--- config.mk ---
export PLATFORM = sky130hd
export DESIGN_NAME = dhcp_option_scanner_top
export DESIGN_NICKNAME = d
export VERILOG_FILES = /design/src/rtl/core/dhcp_os_pkg.sv /design/src/rtl/core/dhcp_os_parser.sv /design/src/rtl/core/dhcp_os_outreg.sv /design/src/rtl/core/dhcp_option_scanner_top.sv
export SDC_FILE = /design/constraint.sdc
export NUM_CORES = 1
export LEC_CHECK = 0
export ABC_AREA = 1
export BUFFER_PORTS_ARGS = -buffer_cell sky130_fd_sc_hd__clkbuf_2
export CAP_MARGIN = 20
export CELL_PAD_IN_SITES_DETAIL_PLACEMENT = 1
export CELL_PAD_IN_SITES_GLOBAL_PLACEMENT = 1
export CORE_MARGIN = 5
export CORE_UTILIZATION = 45
export DETAILED_ROUTE_END_ITERATION = 8
export PLACE_DENSITY_LB_ADDON = 0.1
export SETUP_SLACK_MARGIN = 0.3
export SLEW_MARGIN = 0
export SYNTH_ARGS = -nofsm -noshare
export SYNTH_HDL_FRONTEND = slang
export SYNTH_SLANG_ARGS = --single-unit
--- constraint.sdc ---
create_clock -name aclk -period 9.1 [get_ports aclk]
set_input_delay 0 -clock aclk [delete_from_list [all_inputs] [get_ports aclk]]
set_output_delay 0 -clock aclk [all_outputs]
set_load 0.02 [all_outputs]
--- src/rtl/core/dhcp_os_pkg.sv ---
// dhcp_os_pkg: types, constants and the cookie table for the DHCP option scanner.
// Used by dhcp_os_parser, dhcp_os_outreg and dhcp_option_scanner_top; no dependencies.
`default_nettype none

package dhcp_os_pkg;

    localparam int HEADER_BYTES    = 236;
    localparam int MAX_VALUE_BYTES = 8;
    localparam int VALUE_BYTES     = 8;

    localparam int POS_W = $clog2(HEADER_BYTES + 5);

    localparam int CFG_IDX_W  = 1;
    localparam int CFG_DATA_W = 8;
    localparam int LIMIT_W    = 4;

    localparam logic [CFG_IDX_W-1:0] CFG_WANTED_CODE = 1'b0;
    localparam logic [CFG_IDX_W-1:0] CFG_VALUE_LIMIT = 1'b1;

    localparam logic [7:0]         WANTED_CODE_RST = 8'd53;
    localparam logic [LIMIT_W-1:0] VALUE_LIMIT_RST = 4'd4;

    localparam logic [7:0] CODE_PAD = 8'd0;
    localparam logic [7:0] CODE_END = 8'd255;

    localparam logic [2:0] ST_NOT_FOUND  = 3'd0;
    localparam logic [2:0] ST_FOUND      = 3'd1;
    localparam logic [2:0] ST_BAD_COOKIE = 3'd2;
    localparam logic [2:0] ST_OVERRUN    = 3'd3;
    localparam logic [2:0] ST_TOO_LONG   = 3'd4;

    localparam int RES_W   = 3 + 8 + 8 * VALUE_BYTES;
    localparam int TDATA_W = ((RES_W + 7) / 8) * 8;

    typedef struct packed {
        logic [8*VALUE_BYTES-1:0] value;
        logic [7:0]               length;
        logic [2:0]               status;
    } res_t;

    function automatic logic [7:0] cookie_byte(input logic [1:0] idx);
        logic [7:0] b;
        case (idx)
            2'd0:    b = 8'd99;
            2'd1:    b = 8'd130;
            2'd2:    b = 8'd83;
            2'd3:    b = 8'd99;
            default: b = 8'd99;
        endcase
        return b;
    endfunction

endpackage

`default_nettype wire

--- src/rtl/core/dhcp_os_parser.sv ---
// dhcp_os_parser: per-byte header skip, cookie check and option walk with capture.
// Holds the configuration registers; depends on dhcp_os_pkg.
`default_nettype none

module dhcp_os_parser (
    input  wire logic                                 aclk,
    input  wire logic                                 aresetn,
    input  wire logic                                 cfg_we,
    input  wire logic [dhcp_os_pkg::CFG_IDX_W-1:0]    cfg_index,
    input  wire logic [dhcp_os_pkg::CFG_DATA_W-1:0]   cfg_wdata,
    input  wire logic                                 in_accept,
    input  wire logic [7:0]                           msg_byte,
    input  wire logic                                 last_byte,
    output logic                                      res_valid,
    output dhcp_os_pkg::res_t                         res
);

    typedef enum logic [2:0] {
        PH_HEADER,
        PH_COOKIE,
        PH_CODE,
        PH_LEN,
        PH_VALUE,
        PH_SKIP,
        PH_DONE
    } phase_t;

    localparam int PW = dhcp_os_pkg::POS_W;
    localparam int VW = 8 * dhcp_os_pkg::VALUE_BYTES;
    localparam int LW = dhcp_os_pkg::LIMIT_W;

    logic [7:0]    wanted_code_reg;
    logic [LW-1:0] value_limit_reg;

    phase_t        phase_reg, phase_next;
    logic [PW-1:0] pos_reg, pos_next;
    logic [7:0]    code_reg, code_next;
    logic [7:0]    left_reg, left_next;
    logic [VW-1:0] value_reg, value_next;
    logic [7:0]    length_reg, length_next;
    logic [2:0]    verdict_reg, verdict_next;

    logic [LW-1:0] lim;
    logic [1:0]    cookie_idx;
    logic [2:0]    lane;
    logic [7:0]    left_dec;

    always_comb begin
        lim = (value_limit_reg > LW'(dhcp_os_pkg::MAX_VALUE_BYTES))
            ? LW'(dhcp_os_pkg::MAX_VALUE_BYTES) : value_limit_reg;
        cookie_idx = 2'(pos_reg - PW'(dhcp_os_pkg::HEADER_BYTES));
        lane       = 3'(length_reg - left_reg);
        left_dec   = left_reg - 8'd1;

        phase_next   = phase_reg;
        pos_next     = pos_reg;
        code_next    = code_reg;
        left_next    = left_reg;
        value_next   = value_reg;
        length_next  = length_reg;
        verdict_next = verdict_reg;
        res_valid    = 1'b0;
        res          = '0;

        if (in_accept) begin
            case (phase_reg)
                PH_HEADER: begin
                    pos_next = pos_reg + PW'(1);
                    if (pos_next >= PW'(dhcp_os_pkg::HEADER_BYTES)) begin
                        phase_next = PH_COOKIE;
                    end
                end
                PH_COOKIE: begin
                    pos_next = pos_reg + PW'(1);
                    if (msg_byte != dhcp_os_pkg::cookie_byte(cookie_idx)) begin
                        verdict_next = dhcp_os_pkg::ST_BAD_COOKIE;
                        phase_next   = PH_DONE;
                    end else if (cookie_idx == 2'd3) begin
                        phase_next = PH_CODE;
                    end
                end
                PH_CODE: begin
                    if (msg_byte == dhcp_os_pkg::CODE_END) begin
                        verdict_next = dhcp_os_pkg::ST_NOT_FOUND;
                        phase_next   = PH_DONE;
                    end else if (msg_byte != dhcp_os_pkg::CODE_PAD) begin
                        code_next  = msg_byte;
                        phase_next = PH_LEN;
                    end
                end
                PH_LEN: begin
                    left_next = msg_byte;
                    if (code_reg == wanted_code_reg) begin
                        length_next = msg_byte;
                        value_next  = '0;
                        if (msg_byte == 8'd0) begin
                            verdict_next = dhcp_os_pkg::ST_FOUND;
                            phase_next   = PH_DONE;
                        end else begin
                            phase_next = PH_VALUE;
                        end
                    end else begin
                        phase_next = (msg_byte == 8'd0) ? PH_CODE : PH_SKIP;
                    end
                end
                PH_VALUE: begin
                    if (length_reg <= 8'(lim)) begin
                        for (int i = 0; i < dhcp_os_pkg::VALUE_BYTES; i++) begin
                            if (lane == 3'(i)) begin
                                value_next[VW-8-8*i +: 8] = value_reg[VW-8-8*i +: 8] | msg_byte;
                            end
                        end
                    end
                    left_next = left_dec;
                    if (left_dec == 8'd0) begin
                        verdict_next = (length_reg > 8'(lim))
                            ? dhcp_os_pkg::ST_TOO_LONG : dhcp_os_pkg::ST_FOUND;
                        phase_next = PH_DONE;
                    end
                end
                PH_SKIP: begin
                    left_next = left_dec;
                    if (left_dec == 8'd0) begin
                        phase_next = PH_CODE;
                    end
                end
                default: begin
                end
            endcase

            if (last_byte) begin
                res_valid = 1'b1;
                case (phase_next)
                    PH_HEADER, PH_COOKIE: res.status = dhcp_os_pkg::ST_BAD_COOKIE;
                    PH_CODE:              res.status = dhcp_os_pkg::ST_NOT_FOUND;
                    PH_LEN, PH_VALUE, PH_SKIP: res.status = dhcp_os_pkg::ST_OVERRUN;
                    default:              res.status = verdict_next;
                endcase
                if (res.status == dhcp_os_pkg::ST_FOUND) begin
                    res.length = length_next;
                    res.value  = value_next;
                end
                phase_next   = PH_HEADER;
                pos_next     = '0;
                code_next    = '0;
                left_next    = '0;
                value_next   = '0;
                length_next  = '0;
                verdict_next = dhcp_os_pkg::ST_NOT_FOUND;
            end
        end
    end

    always_ff @(posedge aclk) begin
        if (!aresetn) begin
            wanted_code_reg <= dhcp_os_pkg::WANTED_CODE_RST;
            value_limit_reg <= dhcp_os_pkg::VALUE_LIMIT_RST;
            phase_reg       <= PH_HEADER;
            pos_reg         <= '0;
            code_reg        <= '0;
            left_reg        <= '0;
            value_reg       <= '0;
            length_reg      <= '0;
            verdict_reg     <= dhcp_os_pkg::ST_NOT_FOUND;
        end else begin
            if (cfg_we && cfg_index == dhcp_os_pkg::CFG_WANTED_CODE) begin
                wanted_code_reg <= cfg_wdata;
            end
            if (cfg_we && cfg_index == dhcp_os_pkg::CFG_VALUE_LIMIT) begin
                value_limit_reg <= cfg_wdata[LW-1:0];
            end
            phase_reg   <= phase_next;
            pos_reg     <= pos_next;
            code_reg    <= code_next;
            left_reg    <= left_next;
            value_reg   <= value_next;
            length_reg  <= length_next;
            verdict_reg <= verdict_next;
        end
    end

    a_rearm: assert property (@(posedge aclk) disable iff (!aresetn)
        res_valid |=> (phase_reg == PH_HEADER && pos_reg == '0))
        else $error("scan state not cleared after result");

    a_header_pos: assert property (@(posedge aclk) disable iff (!aresetn)
        (phase_reg == PH_HEADER) |-> (pos_reg < PW'(dhcp_os_pkg::HEADER_BYTES)))
        else $error("header position past header");

    a_value_count: assert property (@(posedge aclk) disable iff (!aresetn)
        (phase_reg == PH_VALUE) |-> (left_reg != 8'd0 && left_reg <= length_reg))
        else $error("value byte count out of range");

endmodule

`default_nettype wire

--- src/rtl/core/dhcp_os_outreg.sv ---
// dhcp_os_outreg: result register with a skid stage toward the result channel.
// Depends on dhcp_os_pkg for the result type.
`default_nettype none

module dhcp_os_outreg (
    input  wire logic              aclk,
    input  wire logic              aresetn,
    input  wire logic              push,
    input  wire dhcp_os_pkg::res_t push_data,
    output logic                   in_ready,
    output logic                   out_valid,
    input  wire logic              out_ready,
    output dhcp_os_pkg::res_t      out_data
);

    logic              out_valid_reg, out_valid_next;
    logic              skid_valid_reg, skid_valid_next;
    dhcp_os_pkg::res_t out_data_reg, out_data_next;
    dhcp_os_pkg::res_t skid_data_reg, skid_data_next;
    logic              pop;

    assign in_ready  = !skid_valid_reg;
    assign out_valid = out_valid_reg;
    assign out_data  = out_data_reg;
    assign pop       = out_valid_reg && out_ready;

    always_comb begin
        out_valid_next  = out_valid_reg;
        skid_valid_next = skid_valid_reg;
        out_data_next   = out_data_reg;
        skid_data_next  = skid_data_reg;
        if (pop) begin
            if (skid_valid_reg) begin
                out_data_next   = skid_data_reg;
                skid_valid_next = 1'b0;
            end else begin
                out_valid_next = 1'b0;
            end
        end
        if (push) begin
            if (!out_valid_reg || (pop && !skid_valid_reg)) begin
                out_data_next  = push_data;
                out_valid_next = 1'b1;
            end else begin
                skid_data_next  = push_data;
                skid_valid_next = 1'b1;
            end
        end
    end

    always_ff @(posedge aclk) begin
        if (!aresetn) begin
            out_valid_reg  <= 1'b0;
            skid_valid_reg <= 1'b0;
        end else begin
            out_valid_reg  <= out_valid_next;
            skid_valid_reg <= skid_valid_next;
        end
        out_data_reg  <= out_data_next;
        skid_data_reg <= skid_data_next;
    end

    a_skid_order: assert property (@(posedge aclk) disable iff (!aresetn)
        skid_valid_reg |-> out_valid_reg)
        else $error("skid holds a request while output is empty");

    a_skid_drain: assert property (@(posedge aclk) disable iff (!aresetn)
        (skid_valid_reg && pop) |=> (out_valid_reg && !skid_valid_reg))
        else $error("skid request not moved to output");

    a_direct_fill: assert property (@(posedge aclk) disable iff (!aresetn)
        (push && !out_valid_reg) |=> (out_valid_reg && !skid_valid_reg))
        else $error("request into empty stage went to skid");

endmodule

`default_nettype wire

--- src/rtl/core/dhcp_option_scanner_top.sv ---
// dhcp_option_scanner_top: streaming DHCP option scanner, top level.
// Instantiates dhcp_os_parser and dhcp_os_outreg; depends on dhcp_os_pkg.
//
// Usage:
//   The input stream carries one message byte per request on s_tdata[7:0],
//   starting at the DHCP payload, with s_tlast on the final byte. The scanner
//   skips the fixed header, checks the magic cookie and walks the options,
//   capturing the first option whose code matches wanted_code.
//   One request leaves on the m_ side for each byte that carries s_tlast;
//   other bytes produce nothing.
//   Throughput is one byte per cycle while s_tready is high; the result is
//   registered in dhcp_os_outreg as the last byte is taken.
//   When the receiver stalls, one result is held in the output register and a
//   second in the skid stage; bytes keep flowing until the skid stage fills,
//   then s_tready drops until the receiver takes the waiting request.
//   Configuration writes (cfg_we, cfg_index, cfg_wdata) take effect on the
//   next edge; write only while no message is in progress.
//   Synchronous reset (aresetn low) clears the scan, empties the output and
//   restores wanted_code 53 and value_limit 4.
`default_nettype none

module dhcp_option_scanner_top (
    input  wire logic                                 aclk,
    input  wire logic                                 aresetn,
    input  wire logic                                 cfg_we,
    input  wire logic [dhcp_os_pkg::CFG_IDX_W-1:0]    cfg_index,
    input  wire logic [dhcp_os_pkg::CFG_DATA_W-1:0]   cfg_wdata,
    input  wire logic                                 s_tvalid,
    output logic                                      s_tready,
    input  wire logic [7:0]                           s_tdata,   // msg_byte
    input  wire logic                                 s_tlast,   // last_byte
    output logic                                      m_tvalid,
    input  wire logic                                 m_tready,
    // scan_status [2:0], found_length [10:3], found_value [74:11], zero [79:75]
    output logic [dhcp_os_pkg::TDATA_W-1:0]           m_tdata
);

    logic              accept;
    logic              res_valid;
    dhcp_os_pkg::res_t res;
    dhcp_os_pkg::res_t out_res;

    assign accept = s_tvalid && s_tready;

    dhcp_os_parser u_parser (
        .aclk      (aclk),
        .aresetn   (aresetn),
        .cfg_we    (cfg_we),
        .cfg_index (cfg_index),
        .cfg_wdata (cfg_wdata),
        .in_accept (accept),
        .msg_byte  (s_tdata),
        .last_byte (s_tlast),
        .res_valid (res_valid),
        .res       (res)
    );

    dhcp_os_outreg u_outreg (
        .aclk      (aclk),
        .aresetn   (aresetn),
        .push      (res_valid),
        .push_data (res),
        .in_ready  (s_tready),
        .out_valid (m_tvalid),
        .out_ready (m_tready),
        .out_data  (out_res)
    );

    assign m_tdata = dhcp_os_pkg::TDATA_W'(out_res);

endmodule

`default_nettype wire
# ---- Word level (Yosys, flattened, before mapping)
# Cells that the tools add are included.
dict set report word_totals {
  regBits 266
  latch_bits 0
  ramBits 0
  mem_bits_ro 0
  input_bits 23
  output_inout_bits 82
  elab_cells 155
  memories 0
}
dict set report op_classes {
  add_sub_neg 4
  mul 0
  div_mod_pow 0
  order_cmp 4
  n_eq_ne 25
  shifts 0
  n_mux 67
  n_bitwise 10
  reduce_logical 28
}
# operator count
set op_table {}
lappend op_table {{75-bit two-way mux} 6}
lappend op_table {{64-bit two-way mux} 3}
lappend op_table {{8-bit two-way mux} 20}
lappend op_table {{64-bit one-hot mux with 2 select lines} 1}
lappend op_table {{72-bit two-way mux} 1}
lappend op_table {{8-bit OR} 8}
lappend op_table {{3-bit two-way mux} 20}
lappend op_table {{3-bit equality test (second input constant)} 8}
lappend op_table {{8-bit one-hot mux with 3 select lines} 1}
lappend op_table {{3-bit by 2-bit equality test with 1-bit output (second input constant)} 6}
lappend op_table {{3-bit one-hot mux with 6 select lines} 1}
lappend op_table {{8-bit zero test} 2}
lappend op_table {{8-bit one-hot mux with 2 select lines} 1}
lappend op_table {{3-bit by 1-bit equality test with 1-bit output (second input constant)} 4}
lappend op_table {{3-bit one-hot mux with 4 select lines} 1}
lappend op_table {{3-bit zero test} 3}
lappend op_table {{1-bit two-way mux} 9}
lappend op_table {{3-bit one-hot mux with 3 select lines} 1}
lappend op_table {{8-bit by 1-bit adder with 8-bit output (second input constant)} 1}
lappend op_table {{8-bit equality test} 1}
lappend op_table {{8-bit equality test (second input constant)} 1}
lappend op_table {{8-bit greater-or-equal comparator (second input constant)} 1}
lappend op_table {{8-bit by 4-bit greater-than comparator with 1-bit output} 1}
lappend op_table {{8-bit by 4-bit less-or-equal comparator with 1-bit output} 1}
lappend op_table {{22 further kinds} 36}

# ---- Longest topological paths before layout
dict set report depth {
  ltp_word 21
  mapped_depth 21
  ltp_nobuf 19
}

# ---- Hierarchy
# From an unflattened synthesis, not the netlist that was laid out.
dict set report unflattened {
  cells_unflattened 1878
  hier_area_um2 13969.6
}
# mod instances cells_each area_per_inst_um2 seq_area_each_um2
set modules_own_cells {}
lappend modules_own_cells {dhcp_os_parser 1 1120 7304.5 2282.2}
lappend modules_own_cells {dhcp_os_outreg 1 750 6616.3 3793.6}
lappend modules_own_cells {dhcp_option_scanner_top 1 8 48.8 0.0}

# ---- Least setup slack after synthesis
# No wires, ideal clock.
dict set report synth_timing {
  path_kind {register to register}
  startpoint {register u_outreg.skid_valid_reg}
  endpoint {register u_outreg.skid_data_reg[0] (netlist name) (enable)}
  setup_ns 0.510
  arrival_ns 4.154
  required_time_ns 8.590
  slack_ns 4.436
  stages_incl_launch_ff 6
  path_buffers 0
  period_less_slack_ns 4.664
  cell_sequence {dfxtp_1 > inv_1 > nand2_1 > nor2_1 > inv_1 > nor2_1}
}
dict set report synth_via {
  elab_chain_cells 5
  word_cells_on_any_way 7
  cone_classes {mux: 1; bitwise: 1; reduce/logical: 5}
}
# item line_no
set synth_rtl {}
lappend synth_rtl {{start: declaration} dhcp_os_outreg.sv:17} ;# logic skid_valid_reg, skid_valid_next;
lappend synth_rtl {{start signal: assignment} dhcp_os_outreg.sv:57} ;# skid_valid_reg <= skid_valid_next;
lappend synth_rtl {{1-bit zero test (*)} dhcp_os_outreg.sv:22} ;# assign in_ready = !skid_valid_reg;
lappend synth_rtl {{net s_tready} dhcp_option_scanner_top.sv:29} ;# output logic s_tready,
lappend synth_rtl {{1-bit logical AND} dhcp_os_outreg.sv:41} ;# if (!out_valid_reg || (pop && !skid_valid_reg)) begin
lappend synth_rtl {{1-bit logical OR} dhcp_os_outreg.sv:41}
lappend synth_rtl {{1-bit inverter (no line)} n/a}
lappend synth_rtl {{2-bit AND reduction (no line) (*)} n/a}
lappend synth_rtl {{end signal: assignment} dhcp_os_outreg.sv:60} ;# skid_data_reg <= skid_data_next;
lappend synth_rtl {{end: declaration} dhcp_os_outreg.sv:19} ;# dhcp_os_pkg::res_t skid_data_reg, skid_data_next;
# The timed path passes the listed nets; every way through them passes the cells marked *.
# A chain may end at the register's enable or synchronous reset.

==> summary.txt <==
Run status
  • Outcome: finished, final reports clean

Timing
  • Worst slew margin: 27.83%
  • Worst-Margin Slew: 1079 ps
  • Fin Setup TNS: 0 ps
  • Fin crit share: 43.13%
  • Final hold violations: 0
  • Setup violators final: 0
  • Final WS setup: 5175 ps
  • Highest Clock Rate: 254.8 MHz
  • RSZ-0062 raised after global routing: false
  • Max Slew Vio Count: 0
  • Layout Skew: 10.48 ps
  • Fin crit period: 3925 ps

Logic synthesis
  • Synth Instances: 1594
  • Dominant cells by area after synthesis: dfxtp_1, edfxtp_1, nand2_1
  • Synth top area share: 30.44%
  • Synth cell count leaders: nand2_1, dfxtp_1, o21ai_0
  • Sequential area share after synthesis: 48.38%
  • Post-synth EDFFs: 75
  • Leading area contributor after synthesis: dfxtp_1
  • Post-Syn Area: 12560 um^2
  • Post-synth ARST share: 0%
  • Yosys reg bits: 266
  • Top-count cell post-synth: nand2_1
  • Ys Warns: 0
  • Synth Flop Type: dfxtp_1
  • Mean Syn Cell Area: 7.879 um^2
  • Unique masters post-synth: 40

Clocking
  • Total CTS buffers: 30
  • Worst skew pair latency: 540 ps
  • H-tree levels: 1
  • Max clock buf depth: 3
  • Reg clk slew, reported paths: 60 ps
  • CTS tree: built
  • Clock Tree Root: clkbuf_16
  • Clk sinks: 266

GRT
  • Initial antenna violation count: 0
  • Vias in the first global route: 11388
  • Total gr overflow: 0
  • Global-route wire length before repair: 60550 um
  • GRT Resource Usage Total: 23.78%
  • Largest net degree at the start of global routing: 93

Floorplanning
  • Core footprint: 27710 um^2
  • # rows: 61
  • Die area: 31350 um^2
  • Chip width: 177.1 um
  • Die Height: 177.1 um
  • Starting Density: 45.33%
  • Ports: 105

Route
  • Routed len/inst: 18.20 um
  • Iter 0 DRT Violations: 566
  • # DRC: 0
  • Final WL: 37860 um
  • DR pass1 iterations: 5
  • Vias: 11043
  • Avg Vias per Cell: 5.309
  • Final ANT Viol Nets: 0

Worst setup path
  • Cell mode on critical path: nand2_1
  • Buf+Inv Stages, Crit Path: 3
  • Worst path required time: 9560 ps
  • CP delay by family, top: simple AND/OR/NAND/NOR gates
  • Worst setup EP type: register
  • Largest stage delay, worst path: 830 ps
  • CP Max Fanout: 59
  • Worst r2r src: u_parser.left_reg[0]
  • Crit path launch type: register
  • Slowest CP cell: buf_4
  • Reg2Reg Setup Slack: 5180 ps
  • FF-to-FF End: u_outreg.out_data[38]
  • Crit path DAT: 4380 ps
  • Worst Reg-to-Reg Cells: 19
  • CP Cell Sequence: inv_1 -> ha_1 -> inv_1 -> nor2_2 -> nand3_1 -> nand2_1 -> nand2_1 -> nor2_2 -> nand3_4 -> nand2_1 -> nand2_1 -> nand2_1 -> nand3_1 -> nand2_1 -> nand2_2 -> nor2_4 -> buf_4 -> nand3_1 -> o21ai_0
  • Critical path class: register to register

Run
  • MaxCap Viol Count: 0

Power and ir drop
  • Pleak: 6.157 nW
  • Worst VDD drop: 0.1307 mV
  • Pwr Total: 0.002642 W
  • PwrDens: 182.9 nW/um^2

Cells and area
  • Fraction of layout cells with a size suffix above 1: 16.10%
  • Diodes inserted: 0
  • Fillcell total: 3435
  • Layout net count: 1712
  • Area grow syn2layout: 15.01%

Place
  • IO buf count: 99
  • Gpl congestion: 0.8792
  • Post-DP HPWL: 23460 um
  • Pre-CTS WS: 5197 ps

Min path
  • Hold Path Class: input pin to register
  • Hold wc startpoint: s_tdata[6]
  • Hold depth: 5
  • Worst hold endpoint: u_parser.code_reg[6]
[worst max-delay path by stage]
stage	startpoint	end	slack (ps)	cells after the start
floorplan	u_outreg.skid_valid_reg	u_outreg.skid_data_reg[0]	4440	5
global placement	u_parser.left_reg[0]	u_outreg.skid_data_reg[6]	5340	17
detailed placement	u_parser.left_reg[0]	u_outreg.out_data[38]	5200	19
CTS	u_parser.left_reg[0]	u_outreg.out_data[38]	5160	19
global route	u_parser.left_reg[0]	u_outreg.out_data[57]	4840	19
finish	u_parser.left_reg[0]	u_outreg.out_data[38]	5180	19
[layout by cell type (no fill, tap or decap), types with 15 or more instances in the layout]
master | netlist | layout
nand2_1 | 419 | 417
dfxtp_1 | 191 | 191
o21ai_0 | 144 | 144
a21oi_1 | 136 | 136
inv_1 | 128 | 125
nor2_1 | 127 | 124
clkbuf_2 | 0 | 99
edfxtp_1 | 75 | 75
nand3_1 | 71 | 71
clkbuf_16 | 0 | 31
dlygate4sd3_1 | 0 | 31
nor2_2 | 27 | 27
o22ai_1 | 23 | 23
nand2_4 | 22 | 22
o22ai_2 | 20 | 20
o211ai_1 | 18 | 18
o21ai_1 | 16 | 16
or2_2 | 15 | 15
[area by class of cell]
cell class	instances	area (um^2)	area share [%]
Tap cell	378	473.0	3.274
Timing Repair Buffer	140	880.8	6.098
Clock inverter	10	98.84	0.6843
Inverter	135	506.7	3.508
Multi-Input combinational cell	1105	5558	38.48
Clock buffer	46	852.1	5.899
Sequential cell	266	6076	42.06
[what timing repair did]
item                                    4_1_cts  5_1_grt
resized for setup                             0        0
hold buffers                                 31        0
buffers inserted                              0        0
endpoints found under the setup margin        0        0
hold endpoints to repair                     26        0
[worst min-delay path: stages]
cell      delay (ps)
clkbuf_2         180
inv_1            150
o22ai_1          110
inv_1             60
nor2_1            30
[routing by layer]
metal / vias up / GRT usage (%) / wire (um)
li1: 5399 / - / -
met1: 5421 / 30.80 / 16940
met2: 178 / 43.34 / 19060
met3: 45 / 2.478 / 1329
met4: 0 / 4.481 / 529
met5: - / 0 / 0
[report_power, final]
part | internal, W | switching [W]
logic | 0.0000620 | 0.000144
registers | 0.00124 | 0.0000188
clock network | 0.000697 | 0.000478
total | 0.00200 | 0.000642
[per-stage QoR]
stage	hold WS, ps	util (%)	area [um^2]	instances
2_1_floorplan	113.2	-	12570	1598
3_3_place_gp	222.5	47.59	13180	1993
6_report	28.71	52.14	14450	2080
4_1_cts	7.295	52.14	14450	2080
5_1_grt	44.30	52.14	14450	2080
3_5_place_dp	235.3	47.59	13180	1993
[cell families after synthesis]
| logic type | share of synthesized area [%] |
|---|---|
| adders and majority gates | 1.156 |
| DFF | 48.38 |
| AOI/OAI and AO/OA | 16.42 |
| other | 0.02986 |
| and+or+nand+nor | 25.82 |
| buffers and inverters | 7.711 |
| xor gates and xnor gates | 0.4882 |
Note: power is estimated with default switching activity, not from simulation.
